File: src/rtl/mfba_pkg.sv
// ----------------------------------------------------------------------------
// mfba_pkg
// Shared types and constants of the multi-frame bump allocator: function
// codes, register indexes, reset values and the controller/datapath links.
// ----------------------------------------------------------------------------
package mfba_pkg;

	// function codes of an input request
	localparam logic [1:0] FUNC_ALLOC   = 2'd0;
	localparam logic [1:0] FUNC_CLEAR   = 2'd1;
	localparam logic [1:0] FUNC_ADVANCE = 2'd2;

	// configuration register indexes
	localparam int unsigned CFG_IDX_W = 2;
	localparam logic [CFG_IDX_W-1:0] CFG_CAPACITY = 2'd0;
	localparam logic [CFG_IDX_W-1:0] CFG_COUNT    = 2'd1;

	// configuration reset values
	localparam logic [31:0] CAPACITY_RESET = 32'd1048576;
	localparam logic [3:0]  COUNT_RESET    = 4'd3;

	// commands from the controller to the datapath
	typedef struct packed {
		logic latch;
		logic clear_cur;
		logic mod_init;
		logic mod_step;
		logic mod_commit;
		logic rd;
		logic align;
		logic check;
		logic load_out;
	} ctrl_cmd_t;

	// status from the datapath to the controller
	typedef struct packed {
		logic [1:0] func;
		logic       mod_done;
	} ctrl_sts_t;

endpackage

File: src/rtl/mfba_ram.sv
// ----------------------------------------------------------------------------
// mfba_ram
// Generic single-write, single-read RAM with registered read data.
// ----------------------------------------------------------------------------
module mfba_ram #(
	parameter int WIDTH = 32,
	parameter int DEPTH = 8
) (
	input  logic                                   clk,
	input  logic                                   we,
	input  logic [((DEPTH > 1) ? $clog2(DEPTH) : 1)-1:0] waddr,
	input  logic [WIDTH-1:0]                       wdata,
	input  logic                                   re,
	input  logic [((DEPTH > 1) ? $clog2(DEPTH) : 1)-1:0] raddr,
	output logic [WIDTH-1:0]                       rdata
);

	logic [WIDTH-1:0] mem_q [DEPTH];

	// write port and registered read port
	always_ff @(posedge clk) begin
		if (we) begin
			mem_q[waddr] <= wdata;
		end
		if (re) begin
			rdata <= mem_q[raddr];
		end
	end

endmodule

File: src/rtl/mfba_dpath.sv
// ----------------------------------------------------------------------------
// mfba_dpath
// Datapath of the bump allocator: configuration registers, current frame,
// ring modulo step, offset and peak memories with valid bits, align/check
// arithmetic and the result registers.
// ----------------------------------------------------------------------------
module mfba_dpath #(
	parameter int MAX_FRAMES  = 8,
	parameter int OFFSET_BITS = 32
) (
	input  logic                          clk,
	input  logic                          arst_n,
	// configuration writes
	input  logic                          cfg_we,
	input  logic [mfba_pkg::CFG_IDX_W-1:0] cfg_index,
	input  logic [31:0]                   cfg_data,
	// request payload
	input  logic [1:0]                    func,
	input  logic [31:0]                   request_size,
	input  logic [3:0]                    align_log2,
	// controller link
	input  mfba_pkg::ctrl_cmd_t           cmd,
	output mfba_pkg::ctrl_sts_t           sts,
	// result payload
	output logic                          granted,
	output logic [31:0]                   grant_offset,
	output logic [2:0]                    frame_index,
	output logic [31:0]                   used_bytes,
	output logic [31:0]                   peak_bytes
);

	localparam int FW = (MAX_FRAMES > 1) ? $clog2(MAX_FRAMES) : 1;
	localparam int RW = $clog2(MAX_FRAMES + 1);
	localparam int EW = ((OFFSET_BITS > 32) ? OFFSET_BITS : 32) + 2;
	localparam logic [EW-1:0] OFF_MAX = (EW'(1) << OFFSET_BITS) - EW'(1);
	localparam logic [EW-1:0] CAP_RST_W =
		(EW'(mfba_pkg::CAPACITY_RESET) > OFF_MAX) ? OFF_MAX : EW'(mfba_pkg::CAPACITY_RESET);

	// configuration and control state
	logic [OFFSET_BITS-1:0] cap_q;
	logic [3:0]             count_q;
	logic [FW-1:0]          cur_q;
	logic [RW-1:0]          ring_r_q;
	logic                   off_vld_q [MAX_FRAMES];
	logic                   pk_vld_q  [MAX_FRAMES];

	// request and working registers
	logic [1:0]             func_q;
	logic [31:0]            size_q;
	logic [3:0]             lg_q;
	logic                   off_rvld_q;
	logic                   pk_rvld_q;
	logic [OFFSET_BITS-1:0] off_cur_q;
	logic [OFFSET_BITS-1:0] peak_cur_q;
	logic [EW-1:0]          aligned_q;
	logic                   res_granted_q;
	logic [31:0]            res_start_q;
	logic [31:0]            res_used_q;
	logic [31:0]            res_peak_q;

	// combinational
	logic [RW-1:0]          ring_n;
	logic [OFFSET_BITS-1:0] off_rdata;
	logic [OFFSET_BITS-1:0] pk_rdata;
	logic [OFFSET_BITS-1:0] cur_off;
	logic [EW-1:0]          amask;
	logic [EW-1:0]          end_w;
	logic [EW-1:0]          cap_w;
	logic                   fit;
	logic                   ok;
	logic                   raise;
	logic [FW+2:0]          frame_ext;

	function automatic logic [31:0] to32(input logic [OFFSET_BITS-1:0] v);
		logic [OFFSET_BITS+31:0] e;
		e = {32'b0, v};
		return e[31:0];
	endfunction

	// ring size from frame_count, clamped to one .. MAX_FRAMES
	always_comb begin
		if (count_q == 4'd0) begin
			ring_n = RW'(1);
		end else if ({4'b0, count_q} > 8'(MAX_FRAMES)) begin
			ring_n = RW'(MAX_FRAMES);
		end else begin
			ring_n = RW'(count_q);
		end
	end

	assign sts.func     = func_q;
	assign sts.mod_done = (ring_r_q < ring_n);

	// capacity limited to what an offset can hold
	assign cap_w = (EW'(cfg_data) > OFF_MAX) ? OFF_MAX : EW'(cfg_data);

	// alignment and fit check
	assign cur_off = off_rvld_q ? off_rdata : '0;
	assign amask   = (EW'(1) << lg_q) - EW'(1);
	assign end_w   = aligned_q + EW'(size_q);
	assign fit     = (end_w <= EW'(cap_q));
	assign ok      = cmd.check && (func_q == mfba_pkg::FUNC_ALLOC) && fit;
	assign raise   = ok && (end_w > EW'(peak_cur_q));

	assign frame_ext = {3'b0, cur_q};

	// offset and peak memories, both read at the current frame
	mfba_ram #(.WIDTH(OFFSET_BITS), .DEPTH(MAX_FRAMES)) u_off_ram (
		.clk   (clk),
		.we    (ok),
		.waddr (cur_q),
		.wdata (end_w[OFFSET_BITS-1:0]),
		.re    (cmd.rd),
		.raddr (cur_q),
		.rdata (off_rdata)
	);

	mfba_ram #(.WIDTH(OFFSET_BITS), .DEPTH(MAX_FRAMES)) u_pk_ram (
		.clk   (clk),
		.we    (raise),
		.waddr (cur_q),
		.wdata (end_w[OFFSET_BITS-1:0]),
		.re    (cmd.rd),
		.raddr (cur_q),
		.rdata (pk_rdata)
	);

	// configuration, current frame and valid bits
	always_ff @(posedge clk or negedge arst_n) begin
		if (!arst_n) begin
			cap_q    <= CAP_RST_W[OFFSET_BITS-1:0];
			count_q  <= mfba_pkg::COUNT_RESET;
			cur_q    <= '0;
			ring_r_q <= '0;
			for (int i = 0; i < MAX_FRAMES; i++) begin
				off_vld_q[i] <= 1'b0;
				pk_vld_q[i]  <= 1'b0;
			end
		end else begin
			if (cfg_we && (cfg_index == mfba_pkg::CFG_CAPACITY)) begin
				cap_q <= cap_w[OFFSET_BITS-1:0];
			end
			if (cfg_we && (cfg_index == mfba_pkg::CFG_COUNT)) begin
				count_q <= cfg_data[3:0];
			end
			if (cmd.clear_cur) begin
				off_vld_q[cur_q] <= 1'b0;
			end
			if (cmd.mod_init) begin
				ring_r_q <= RW'(cur_q) + RW'(1);
			end
			if (cmd.mod_step) begin
				ring_r_q <= ring_r_q - ring_n;
			end
			if (cmd.mod_commit) begin
				cur_q                      <= ring_r_q[FW-1:0];
				off_vld_q[ring_r_q[FW-1:0]] <= 1'b0;
			end
			if (ok) begin
				off_vld_q[cur_q] <= 1'b1;
			end
			if (raise) begin
				pk_vld_q[cur_q] <= 1'b1;
			end
		end
	end

	// request, working and result registers
	always_ff @(posedge clk) begin
		if (cmd.latch) begin
			func_q <= func;
			size_q <= request_size;
			lg_q   <= align_log2;
		end
		if (cmd.rd) begin
			off_rvld_q <= off_vld_q[cur_q];
			pk_rvld_q  <= pk_vld_q[cur_q];
		end
		if (cmd.align) begin
			off_cur_q  <= cur_off;
			peak_cur_q <= pk_rvld_q ? pk_rdata : '0;
			aligned_q  <= (EW'(cur_off) + amask) & ~amask;
		end
		if (cmd.check) begin
			if (func_q == mfba_pkg::FUNC_ALLOC) begin
				res_granted_q <= fit;
			end else begin
				res_granted_q <= (func_q == mfba_pkg::FUNC_CLEAR) ||
				                 (func_q == mfba_pkg::FUNC_ADVANCE);
			end
			res_start_q <= ok ? to32(aligned_q[OFFSET_BITS-1:0]) : 32'd0;
			res_used_q  <= ok ? to32(end_w[OFFSET_BITS-1:0]) : to32(off_cur_q);
			res_peak_q  <= raise ? to32(end_w[OFFSET_BITS-1:0]) : to32(peak_cur_q);
		end
		if (cmd.load_out) begin
			granted      <= res_granted_q;
			grant_offset <= res_start_q;
			frame_index  <= frame_ext[2:0];
			used_bytes   <= res_used_q;
			peak_bytes   <= res_peak_q;
		end
	end

endmodule

File: src/rtl/mfba_ctrl.sv
// ----------------------------------------------------------------------------
// mfba_ctrl
// Controller of the bump allocator: sequences one request through clear or
// ring step, memory read, align, check and result hand-off.
// ----------------------------------------------------------------------------
module mfba_ctrl (
	input  logic                clk,
	input  logic                arst_n,
	input  logic                in_valid,
	output logic                in_stall,
	output logic                out_valid,
	input  logic                out_stall,
	input  mfba_pkg::ctrl_sts_t sts,
	output mfba_pkg::ctrl_cmd_t cmd
);

	localparam logic [2:0] ST_IDLE  = 3'd0;
	localparam logic [2:0] ST_EXEC  = 3'd1;
	localparam logic [2:0] ST_MOD   = 3'd2;
	localparam logic [2:0] ST_READ  = 3'd3;
	localparam logic [2:0] ST_ALIGN = 3'd4;
	localparam logic [2:0] ST_CHECK = 3'd5;
	localparam logic [2:0] ST_RESP  = 3'd6;

	logic [2:0] state_q;
	logic [2:0] state_d;
	logic       out_valid_q;
	logic       out_free;

	assign in_stall  = (state_q != ST_IDLE);
	assign out_valid = out_valid_q;
	assign out_free  = !out_valid_q || !out_stall;

	// next state and commands
	always_comb begin
		state_d        = state_q;
		cmd            = '0;
		case (state_q)
			ST_IDLE: begin
				if (in_valid) begin
					cmd.latch = 1'b1;
					state_d   = ST_EXEC;
				end
			end
			ST_EXEC: begin
				if (sts.func == mfba_pkg::FUNC_ADVANCE) begin
					cmd.mod_init = 1'b1;
					state_d      = ST_MOD;
				end else begin
					cmd.clear_cur = (sts.func == mfba_pkg::FUNC_CLEAR);
					state_d       = ST_READ;
				end
			end
			ST_MOD: begin
				if (sts.mod_done) begin
					cmd.mod_commit = 1'b1;
					state_d        = ST_READ;
				end else begin
					cmd.mod_step = 1'b1;
				end
			end
			ST_READ: begin
				cmd.rd  = 1'b1;
				state_d = ST_ALIGN;
			end
			ST_ALIGN: begin
				cmd.align = 1'b1;
				state_d   = ST_CHECK;
			end
			ST_CHECK: begin
				cmd.check = 1'b1;
				state_d   = ST_RESP;
			end
			ST_RESP: begin
				if (out_free) begin
					cmd.load_out = 1'b1;
					state_d      = ST_IDLE;
				end
			end
			default: begin
				state_d = ST_IDLE;
			end
		endcase
	end

	// state and output valid
	always_ff @(posedge clk or negedge arst_n) begin
		if (!arst_n) begin
			state_q     <= ST_IDLE;
			out_valid_q <= 1'b0;
		end else begin
			state_q <= state_d;
			if (cmd.load_out) begin
				out_valid_q <= 1'b1;
			end else if (!out_stall) begin
				out_valid_q <= 1'b0;
			end
		end
	end

endmodule

File: src/rtl/multi_frame_bump_allocator_top.sv
// ----------------------------------------------------------------------------
// multi_frame_bump_allocator_top
// Bump allocator over a ring of frames, with per-frame offset and peak mark.
// ----------------------------------------------------------------------------
// The block takes one request at a time. An allocate, reset or unused-code
// request steps through latch, execute (clear of the current frame for a
// reset), read of the offset and peak memories, align, check and result load;
// an advance request adds k ring-size subtractions and a commit of the frame
// index modulo (k is 0 or 1 unless frame_count was lowered below the current
// frame). The result register frees the input side once loaded; a stalled
// result holds the next request in the result-load step. Configuration writes
// are always ready and must be issued only while the block is idle.
module multi_frame_bump_allocator_top #(
	parameter int MAX_FRAMES  = 8,
	parameter int OFFSET_BITS = 32
) (
	input  logic                          clk,
	input  logic                          arst_n,
	// configuration write channel
	input  logic                          cfg_valid,
	output logic                          cfg_ready,
	input  logic [mfba_pkg::CFG_IDX_W-1:0] cfg_index,
	input  logic [31:0]                   cfg_data,
	// request channel
	input  logic                          in_valid,
	output logic                          in_stall,
	input  logic [1:0]                    func,
	input  logic [31:0]                   request_size,
	input  logic [3:0]                    align_log2,
	// result channel
	output logic                          out_valid,
	input  logic                          out_stall,
	output logic                          granted,
	output logic [31:0]                   grant_offset,
	output logic [2:0]                    frame_index,
	output logic [31:0]                   used_bytes,
	output logic [31:0]                   peak_bytes
);

	mfba_pkg::ctrl_cmd_t cmd;
	mfba_pkg::ctrl_sts_t sts;

	assign cfg_ready = 1'b1;

	// sequencing
	mfba_ctrl u_ctrl (
		.clk       (clk),
		.arst_n    (arst_n),
		.in_valid  (in_valid),
		.in_stall  (in_stall),
		.out_valid (out_valid),
		.out_stall (out_stall),
		.sts       (sts),
		.cmd       (cmd)
	);

	// storage and arithmetic
	mfba_dpath #(
		.MAX_FRAMES  (MAX_FRAMES),
		.OFFSET_BITS (OFFSET_BITS)
	) u_dpath (
		.clk          (clk),
		.arst_n       (arst_n),
		.cfg_we       (cfg_valid && cfg_ready),
		.cfg_index    (cfg_index),
		.cfg_data     (cfg_data),
		.func         (func),
		.request_size (request_size),
		.align_log2   (align_log2),
		.cmd          (cmd),
		.sts          (sts),
		.granted      (granted),
		.grant_offset (grant_offset),
		.frame_index  (frame_index),
		.used_bytes   (used_bytes),
		.peak_bytes   (peak_bytes)
	);

endmodule

File: config.mk
export PLATFORM = sky130hd
export DESIGN_NAME = multi_frame_bump_allocator_top
export DESIGN_NICKNAME = d
export VERILOG_FILES = /design/src/rtl/mfba_pkg.sv /design/src/rtl/mfba_ram.sv /design/src/rtl/mfba_dpath.sv /design/src/rtl/mfba_ctrl.sv /design/src/rtl/multi_frame_bump_allocator_top.sv
export SDC_FILE = /design/constraint.sdc
export NUM_CORES = 1
export LEC_CHECK = 0
export BUFFER_PORTS_ARGS = -buffer_cell sky130_fd_sc_hd__buf_2
export CORE_MARGIN = 3
export CORE_UTILIZATION = 55
export CTS_BUF_LIST = sky130_fd_sc_hd__clkbuf_16
export CTS_CLUSTER_SIZE = 16
export DETAILED_ROUTE_END_ITERATION = 16
export HOLD_SLACK_MARGIN = 0.03
export PLACE_DENSITY = 0.75
export SYNTH_ARGS = -nofsm -noshare
export SYNTH_HDL_FRONTEND = slang
export SYNTH_SLANG_ARGS = --single-unit
File: constraint.sdc
create_clock -name clk -period 7.8 [get_ports clk]
set_input_delay 1.95 -clock clk [delete_from_list [all_inputs] [get_ports clk]]
set_output_delay 1.95 -clock clk [all_outputs]
set_load 0.1 [all_outputs]
Word-level counts from Yosys, hierarchy flattened:

Memories as Yosys holds them, arrays and structs flattened. A register that Yosys moved wholly into a read port is not among the register bits.
Index checks and enable logic that the tools add are counted.

* memories: 2
* bits in registers: 398
* bits in latches: 0
* output and inout bits: 103
* bits in writable memories: 512
* memory bits (read-only): 0

Memory list
* u_dpath.u_off_ram.mem_q: words 8, width 32, rd ports 1, clocked after Yosys merged registers in 1, write ports 1, RTL line mfba_ram.sv:18 `logic [WIDTH-1:0] mem_q [DEPTH];`
* u_dpath.u_pk_ram.mem_q: words 8, width 32, rd ports 1, clocked after Yosys merged registers in 1, write ports 1, RTL line mfba_ram.sv:18

* multipliers: 0
* shift operators: 1
* divide/modulo/power cells: 0
* reduce and logical (&&, ||, !) cells: 18
* add/subtract/negate cells: 5
* order comparisons: 8
* bitwise operators: 10
* equality and inequality tests: 13
* muxes and demuxes: 45

Operator list (number)
* 2-to-1 mux 32 bit: 3
* adder 32 x 34 -> 34 bit: 1
* adder 34 x 32 -> 34 bit: 1
* bitwise AND 34 bit: 1
* > comparator 34 x 32 -> 1 bit: 1
* <= comparator 34 x 32 -> 1 bit: 1
* inverter 34 bit: 1
* left shift 1 x 4 -> 34 bit (first input constant): 1
* subtractor 34 x 2 -> 34 bit (second input constant): 1
* 2-to-1 mux 1 bit: 25
* 2-to-1 mux 8 bit: 3
* case mux 3 bit (7 select lines): 1
* bitwise AND 8 bit: 2
* 2-to-1 mux 4 bit: 4
* inverter 8 bit: 2
* bitwise OR 8 bit: 2
* equality test 3 bit (second input constant): 3
* 2-to-1 mux 3 bit: 3
* >= comparator 4 bit (second input constant): 2
* < comparator 4 x 1 -> 1 bit (second input constant): 2
* inverter 3 -> 4 bit: 2
* logical AND 1 bit: 7
* binary-select mux 1 bit (select 3 bit): 2
* demux 1 bit (select 3 bit): 2
* other kinds (19): 27

Longest topological paths before layout:

Gate-level depths: netlist (run 1).

* depth in word-level cells: 12
* mapped depth: 23
* mapped depth without buffers: 21

By module:

A second synthesis (run 1) with hierarchy kept.

* cell total of the unflattened synthesis: 2396
* area, all modules: 41232.0 µm²

By module, submodules not included
* mfba_ram: cells each 415, instances 2, area each 10786.6 µm²
* mfba_dpath: cells each 1534, instances 1, area each 19393.6 µm²
* mfba_ctrl: cells each 30, instances 1, area each 254.0 µm²
* multi_frame_bump_allocator_top: cells each 2, instances 1, area each 11.3 µm²

Worst setup path after synthesis (run 1):

Ideal clock, no wire load.

* path type: reg2reg
* start: reg u_dpath.aligned_q[0]
* end: mem u_dpath.u_off_ram.mem_q[0][0] (enable)
* arrival time: 7961 ps
* period minus slack after synthesis: 8463 ps
* path buffers: 1
* path slack: -663 ps
* library setup time: 501 ps
* cell stages (with the launch flop): 21
* cells stage by stage: edfxtp_1 -> ha_1 -> inv_1 -> fa_1 -> nand2b_1 -> a21oi_1 -> o211a_1 -> o21ai_4 -> o21bai_1 -> a21oi_1 -> o311ai_0 -> ha_1 -> nand4_1 -> nor4_1 -> nand4_1 -> o221ai_1 -> a31oi_1 -> a41oi_2 -> nand2_1 -> buf_1 -> nor4_1

* longest elaborated chain between the ends: 5

Ends and longest elaborated chain
* from (decl): RTL line mfba_dpath.sv:55 `logic [EW-1:0] aligned_q;`
* from (signal assigned): RTL line mfba_dpath.sv:182 `aligned_q <= (EW'(cur_off) + amask) & ~amask;`
* adder 34 x 32 -> 34 bit: RTL line mfba_dpath.sv:100 `assign end_w = aligned_q + EW'(size_q);`
* net u_dpath.end_w[20]: RTL line mfba_dpath.sv:67 `logic [EW-1:0] end_w;`
* <= comparator 34 x 32 -> 1 bit: RTL line mfba_dpath.sv:101 `assign fit = (end_w <= EW'(cap_q));`
* logical AND 1 bit: RTL line mfba_dpath.sv:102 `assign ok = cmd.check && (func_q == mfba_pkg::FUNC_ALLOC) && fit;`
* 2-to-1 mux 1 bit: RTL line mfba_ram.sv:22 `if (we) begin`
* 2-to-1 mux 1 bit (not written as such): RTL line mfba_ram.sv:23 `mem_q[waddr] <= wdata;`
* to (decl): RTL line mfba_ram.sv:18

The timed path passes the listed nets, and every way through them passes these cells.

Worst setup path after layout (run 1):

* start: reg u_dpath.aligned_q[3]
* end: mem u_dpath.u_pk_ram.mem_q[7][26] (enable)

* longest elaborated chain between the ends: 6
* elaborated cells between the ends (all ways): 7

Ends and longest elaborated chain
* adder 34 x 32 -> 34 bit (*): RTL line mfba_dpath.sv:100
* net u_dpath.end_w[31]: RTL line mfba_dpath.sv:67
* <= comparator 34 x 32 -> 1 bit: RTL line mfba_dpath.sv:101
* logical AND 1 bit: RTL line mfba_dpath.sv:102
* logical AND 1 bit (*): RTL line mfba_dpath.sv:103 `assign raise = ok && (end_w > EW'(peak_cur_q));`
* 2-to-1 mux 1 bit (*): RTL line mfba_ram.sv:22
* 2-to-1 mux 1 bit (not written as such) (*): RTL line mfba_ram.sv:23
* to (decl): RTL line mfba_ram.sv:18

Mark *: on every way through the listed nets, which the timed path passes. The rest lies on a longest branch.

==> run summary, run 1 <==
Yosys warning total: 0
worst path bufs/invs: 1
vias in the first global route: 23752
Post-DRT Antenna Nets: 0
crit path DAT: 7.22 ns
wire length per cell: 28.2 um
CTS Root Cell: clkbuf_16
gpl congestion: 0.931
GRT Resource Usage Total: 28.4%
Yosys reg bits: 974
Die W: 275 um
unrepaired setup endpoints after global routing: no
CTS resizes: 0
# fillers: 4839
grt total ovfl: 0
Post-synth EDFFs: 911
M1 WL: 41.9 mm
Int Pwr: 11300 uW
Slew Viols, Final: 0
die area: 75400 sq um
Die Ht: 275 um
leading registers by flop count: u_dpath.u_off_ram.mem_q (256), u_dpath.u_pk_ram.mem_q (256), u_dpath.aligned_q (34)
WL met2: 49.3 mm
drt drc: 0
Comb power frac: 32.0%
Hold EP: u_dpath.peak_bytes[5]
Final Hold Fails: 0
relative slew slack: 16.7%
IO Port Bufs: 178
Area growth syn-to-layout: 14.5%
Yosys cell types: 86
RR Startpoint: u_dpath.aligned_q[3]
P_leak: 0.0162 uW
Largest delay share family, worst path: simple AND/OR/NAND/NOR gates
worst hold path cell count: 0
CP Class: reg2reg
cell count after synthesis: 2536
Clock Path Buffers: 3
initial antenna violation count: 4
critical path cell sequence: ha_1 > nand2_1 > a2bb2oi_2 > a22oi_2 > and4_4 > o21ai_0 > o21ai_0 > a221oi_1 > xnor2_2 > ha_1 > a211oi_1 > o21ai_0 > a211oi_1 > o21a_1 > a31oi_1 > a41oi_2 > nand2_1 > nor4b_2 > and2_1 > buf_4
TritonRoute pass-1 iters: 6
Worst setup startpoint: u_dpath.aligned_q[3]
Num CTS Buffers: 95
Max Cap Viol: 0
Crit path top cell by count: o21ai_0
worst min path class: reg2reg
uppermost layer routed: met4
Netlist Area Pre-Place: 39700 sq um
Core ar.: 70800 sq um
initial core utilization: 56.0%
pwr/cell area: 391 nW/um^2
Reg clk slew, reported paths: 0.06 ns
setup bufs post-CTS: 0
first-pass GRT wire length: 156 mm
worst hold slack: 0.413 ns
Worst-Margin Slew: 1.25 ns
Register-to-Register Path Depth: 20
FFs w/ async S/R, synth: 6.47%
row count: 97
peak supply drop: 0.281 mV
Via density: 6.33
violation count after the first detailed-route iteration: 2894
post-synthesis sequential area ratio: 73.0%
crit path max fanout: 19
Final #Nets: 2997
largest net degree at the start of global routing: 71
Reg power frac: 41.4%
Avg Cell Area, Syn: 15.6 sq um
Sw Ratio: 36.1%
WP data required: 8.14 ns
R2R Setup Slk: 0.91 ns
Worst setup SP type: flop
Pwr Total: 17800 uW
CP endpoint kind: flop
Worst Clk Skew: 0.0396 ns
met3 wire length: 10.8 mm
vias: 24053
CP max stage cell: nor4b_2
Final setup viols: 0
CTS Sinks: 974
most frequent cells in the layout: edfxtp_1 (911), a22oi_1 (264), buf_2 (178), ha_1 (137), inv_1 (112)
CTS tree: yes
top_reg_cell synth: edfxtp_1
slowest stage delay, CP: 0.84 ns
max frequency: 0.145 GHz
# hold bufs at CTS: 0
clock group share of total power: 26.6%
HPWL Detailed: 66.8 mm
hold path start: u_dpath.res_peak_q[5]
I/O pin total: 180
worst r2r dst: u_dpath.u_pk_ram.mem_q[7][26]
CTS H-Tree Depth: 3
outcome: complete, no violations
final wirelength: 107 mm
Tmin final: 6.89 ns
P_sw: 6410 uW
clock latency at the later pin of the worst-skew pair: 0.68 ns
Antenna Cells: 0
layout cells sized above 1: 17.5%
most common cell after layout, fill and taps aside: edfxtp_1
Final period util: 88.3%
==> power by group through the flow <==
stage          combinational [uW]  sequential, uW  clock (uW)
2_1_floorplan                2890            7790           0
3_3_place_gp                 5440            7410           0
3_5_place_dp                 5550            7440           0
4_1_cts                      5600            7340        4780
5_1_grt                      6010            7380        5000
6_report                     5690            7350        4720
==> worst reg2reg max path, stage by stage (launching register included) <==
cell and delay [ns]:
edfxtp_1 0.39, ha_1 0.40, nand2_1 0.09, a2bb2oi_2 0.16, a22oi_2 0.30, and4_4 0.31
o21ai_0 0.09, o21ai_0 0.46, a221oi_1 0.23, xnor2_2 0.31, ha_1 0.31, a211oi_1 0.20
o21ai_0 0.15, a211oi_1 0.25, o21a_1 0.16, a31oi_1 0.10, a41oi_2 0.21, nand2_1 0.44
nor4b_2 0.84, and2_1 0.72, buf_4 0.43
==> cell families (layout without fill, tap and decap cells) <==
| logic type | after synthesis | in the layout | synth area share [%] |
|---|---|---|---|
| other cells | 2 | 13 | 0.0189 |
| mux | 68 | 68 | 2.01 |
| compound gates | 591 | 591 | 10.4 |
| buf+inv | 211 | 522 | 2.11 |
| fa+ha+maj | 140 | 140 | 4.47 |
| simple gates | 494 | 494 | 6.77 |
| xor+xnor | 56 | 56 | 1.26 |
| flops | 974 | 974 | 73.0 |
==> worst max path at each step <==
stage | to | slack [ns] | cells after the start
6_report | u_dpath.u_pk_ram.mem_q[7][26] | 0.91 | 20
5_1_grt | u_dpath.u_pk_ram.mem_q[7][18] | 0.56 | 23
4_1_cts | u_dpath.u_pk_ram.mem_q[7][18] | 0.94 | 20
3_5_place_dp | u_dpath.u_pk_ram.mem_q[7][17] | 0.96 | 20
3_3_place_gp | u_dpath.u_pk_ram.mem_q[7][17] | 1.22 | 23
2_1_floorplan | u_dpath.u_off_ram.mem_q[0][0] | -0.66 | 20
==> through the flow <==
stage | std cells | utilization, % | setup slack [ns] | TNS [ns] | cell area (sq um)
6_report | 3798 | 64.1 | 0.915 | 0 | 45400
3_5_place_dp | 3623 | 59.5 | 0.958 | 0 | 42100
2_1_floorplan | 2547 | - | -0.663 | -169.66 | 39700
3_3_place_gp | 3623 | 59.5 | 1.22 | 0 | 42100
5_1_grt | 3798 | 64.1 | 0.562 | 0 | 45400
4_1_cts | 3798 | 64.1 | 0.942 | 0 | 45400
==> cell type report <==
type                    instances  area (sq um)  area share (%)
clock buffers                  95          2380            5.24
clock inverters                80           893            1.97
inverters                     103           389           0.857
multi-input cells            1362         10200            22.5
flip-flops and latches        974         28900            63.8
well taps                     940          1180            2.59
repair buffers                244          1410            3.11
==> per-layer routing <==
| metal | global-route usage, % | up-vias |
|---|---|---|
| met5 | 0 | - |
| met4 | 13.6 | 0 |
| met3 | 4.64 | 222 |
| met2 | 43.8 | 1451 |
| met1 | 40.0 | 11994 |
| li1 | - | 10386 |
==> cell usage after synthesis (all sizes together) (5+ instances only) <==
cell	n	share of area [%]
and3	7	0.11
nor3	16	0.21
nand2	95	0.90
clkbuf	79	0.75
dfrtp	60	3.8
a21oi	78	1.0
o21a	16	0.30
a211oi	14	0.28
o211ai	6	0.15
o21bai	17	0.32
o31ai	5	0.095
buf	29	0.39
o21ai	96	1.2
xor2	20	0.44
or3	8	0.15
xnor2	36	0.81
nor2	79	0.75
nor4	14	0.24
o221ai	10	0.22
and2	111	1.8
edfxtp	911	69
inv	103	0.97
mux2	67	2.0
nand3	18	0.24
a22oi	266	5.1
nor2b	12	0.19
ha	137	4.3
nand4	90	1.4
a31oi	10	0.16
a21o	39	0.74
nand2b	21	0.33
Note: power is estimated with default switching activity, not from simulation.
==> run 2: changes to the inputs <==
--- a/config.mk
+++ b/config.mk
@@ -7,12 +7,12 @@
 export LEC_CHECK = 0
 export BUFFER_PORTS_ARGS = -buffer_cell sky130_fd_sc_hd__buf_2
 export CORE_MARGIN = 3
-export CORE_UTILIZATION = 55
+export CORE_UTILIZATION = 48
 export CTS_BUF_LIST = sky130_fd_sc_hd__clkbuf_16
 export CTS_CLUSTER_SIZE = 16
 export DETAILED_ROUTE_END_ITERATION = 16
 export HOLD_SLACK_MARGIN = 0.03
-export PLACE_DENSITY = 0.75
+export PLACE_DENSITY = 0.67
 export SYNTH_ARGS = -nofsm -noshare
 export SYNTH_HDL_FRONTEND = slang
 export SYNTH_SLANG_ARGS = --single-unit
==> run summary, run 2 (same netlist as run 1, synthesis figures left out) <==
Final Hold Fails: 0 (unchanged)
Worst setup startpoint: u_dpath.aligned_q[15]
largest net degree at the start of global routing: 71 (unchanged)
Clock Path Buffers: 3 (unchanged)
worst hold slack: 0.412 ns (-0.000867 ns)
Core ar.: 81200 sq um (+15%)
Worst setup SP type: flop
relative slew slack: 14.9% (-1.8 points)
Reg clk slew, reported paths: 0.07 ns (about the same)
GRT Resource Usage Total: 24.9% (-3.5 points)
Final period util: 84.1% (-4.1 points)
Register-to-Register Path Depth: 21 (+5.0%)
initial antenna violation count: 2 (-2)
worst r2r dst: u_dpath.u_pk_ram.mem_q[5][29]
Area after DPL: 42300 sq um (+0.43%)
vias: 23652 (-1.7%)
Critical Path Sink: u_dpath.u_pk_ram.mem_q[5][29]
# hold bufs at CTS: 0 (unchanged)
worst min path class: reg2reg
Slew Viols, Final: 0 (unchanged)
unrepaired setup endpoints after global routing: no
gpl congestion: 0.930 (about the same)
Final Non-Filler Cells: 3921 (+3.2%)
pwr/cell area: 389 nW/um^2 (-0.67%)
first-pass GRT wire length: 158 mm (+1.3%)
crit path max fanout: 31 (+12)
clock latency at the later pin of the worst-skew pair: 0.66 ns (-0.02 ns)
slowest stage delay, CP: 0.76 ns (-0.08 ns)
Die W: 293 um (+6.9%)
die area: 86100 sq um (+14%)
Worst Clk Skew: 0.0309 ns (-0.00869 ns)
drt drc: 0 (unchanged)
leading registers by flop count: u_dpath.u_off_ram.mem_q (256), u_dpath.u_pk_ram.mem_q (256), u_dpath.aligned_q (34)
Final #Nets: 2997 (unchanged)
Num CTS Buffers: 94 (-1.1%)
WP data required: 8.08 ns (-0.06 ns)
CTS tree: yes
most common cell after layout, fill and taps aside: edfxtp_1
CTS Sinks: 974 (unchanged)
RR Startpoint: u_dpath.aligned_q[15]
layout cells sized above 1: 17.4% (about the same)
R2R Setup Slk: 1.24 ns (+0.32 ns)
max frequency: 0.152 GHz (+4.9%)
outcome: complete, no violations
Die Ht: 293 um (+6.9%)
critical path cell sequence: ha_1 > a21oi_1 > nand2_1 > or3_1 > o21ai_4 > o21bai_1 > a21oi_1 > o21bai_1 > xor2_2 > buf_4 > ha_1 > nand4_1 > nor4_1 > nand4_1 > o221ai_1 > a31oi_1 > a41oi_2 > nand2_1 > nor4b_2 > and2_1 > buf_4
CP Class: reg2reg
Final setup viols: 0 (unchanged)
I/O pin total: 180 (unchanged)
crit path DAT: 6.85 ns (-0.37 ns)
Via density: 6.03 (-4.8%)
final wirelength: 108 mm (+1.0%)
IO Port Bufs: 178 (unchanged)
HPWL Detailed: 68.1 mm (+1.9%)
wire length per cell: 27.6 um (-2.2%)
CTS H-Tree Depth: 3 (unchanged)
peak supply drop: 0.214 mV (-24%)
cell area after layout: 45400 sq um (+0.13%)
Tmin final: 6.56 ns (-0.321 ns)
most frequent cells in the layout: edfxtp_1 (911), a22oi_1 (264), buf_2 (178), ha_1 (137), inv_1 (120)
CP endpoint kind: flop
CP max stage cell: nor4b_2
Max Cap Viol: 0 (unchanged)
setup bufs post-CTS: 0 (unchanged)
row count: 104 (+7.2%)
Worst-Margin Slew: 1.27 ns (+0.0277 ns)
vias in the first global route: 23350 (-1.7%)
P_leak: 0.0162 uW (about the same)
initial core utilization: 48.8% (-7.2 points)
Placed Cells: 3744 (+3.3%)
violation count after the first detailed-route iteration: 2638 (-8.8%)
CTS resizes: 0 (unchanged)
TritonRoute pass-1 iters: 6 (unchanged)
Post-DRT Antenna Nets: 0 (unchanged)
Area growth syn-to-layout: 14.6%
grt total ovfl: 0 (unchanged)
CTS Root Cell: clkbuf_16
==> run 2: changes by cell type in the layout (fill, tap and decap cells not counted), moves of 2 or more <==
cell and delta:
clkinv_1 -2, xor2_2 +4, inv_1 +8, xor2_1 -4, clkinv_16 -3, bufinv_16 -3, buf_4 +2, clkinvlp_4 -3
==> run 2: worst min-delay path by stage <==
stage	startpoint	end	slack [ns]	cells past startpoint
floorplan	u_dpath.res_start_q[0]	u_dpath.grant_offset[0]	0.40	0
global placement	u_dpath.res_used_q[22]	u_dpath.used_bytes[22]	0.40	0
detailed placement	u_dpath.res_start_q[5]	u_dpath.grant_offset[5]	0.40	0
CTS	u_dpath.res_start_q[28]	u_dpath.grant_offset[28]	0.42	0
global route	u_dpath.res_used_q[27]	u_dpath.used_bytes[27]	0.42	0
finish	u_dpath.res_used_q[22]	u_dpath.used_bytes[22]	0.41	0
==> run 2: critical path, delay by kind of cell (launching register included) <==
kind | cells | cell delay (ns)
flip-flops | 1 | 0.39
AND/OR/NAND/NOR | 8 | 2.51
adder cells (fa/ha/maj) | 2 | 0.73
XOR/XNOR | 1 | 0.16
AO/OA/AOI/OAI | 8 | 1.63
buffers and inverters | 2 | 0.70
==> run 2: metal layers <==
| metal | global-route usage, % | wire (um) | vias up |
|---|---|---|---|
| li1 | - | - | 10392 |
| met1 | 34.5 | 43700 | 11862 |
| met2 | 39.5 | 50300 | 1180 |
| met3 | 4.01 | 9630 | 218 |
| met4 | 10.7 | 4530 | 0 |
| met5 | 0 | 0 | - |
==> run 2: final cells by class <==
class                   instances  area [sq um]
clock inverters                80           747
inverters                     103           389
multi-input cells            1362         10200
diodes                          1          2.50
repair buffers                245          1410
clock buffers                  96          2400
flip-flops and latches        974         28900
well taps                    1060          1330
fillers                      6294         35800
==> run 2: power by group <==
group / leakage [uW] / total (uW) / internal, uW / switching, uW
registers: 0.00905 / 7350 / 7070 / 280
clock network: 0.00161 / 4610 / 2650 / 1960
logic: 0.00551 / 5700 / 1550 / 4150
==> run 2: per-stage QoR <==
step	TNS [ns]	utilization, %	power, uW	setup slack (ns)
4_1_cts	0	56.0	17600	1.38
5_1_grt	0	56.0	18300	0.848
6_report	0	56.0	17700	1.24
3_5_place_dp	0	52.1	13100	1.45
3_3_place_gp	0	52.1	12900	1.57
2_1_floorplan	-169.66	-	10700	-0.663
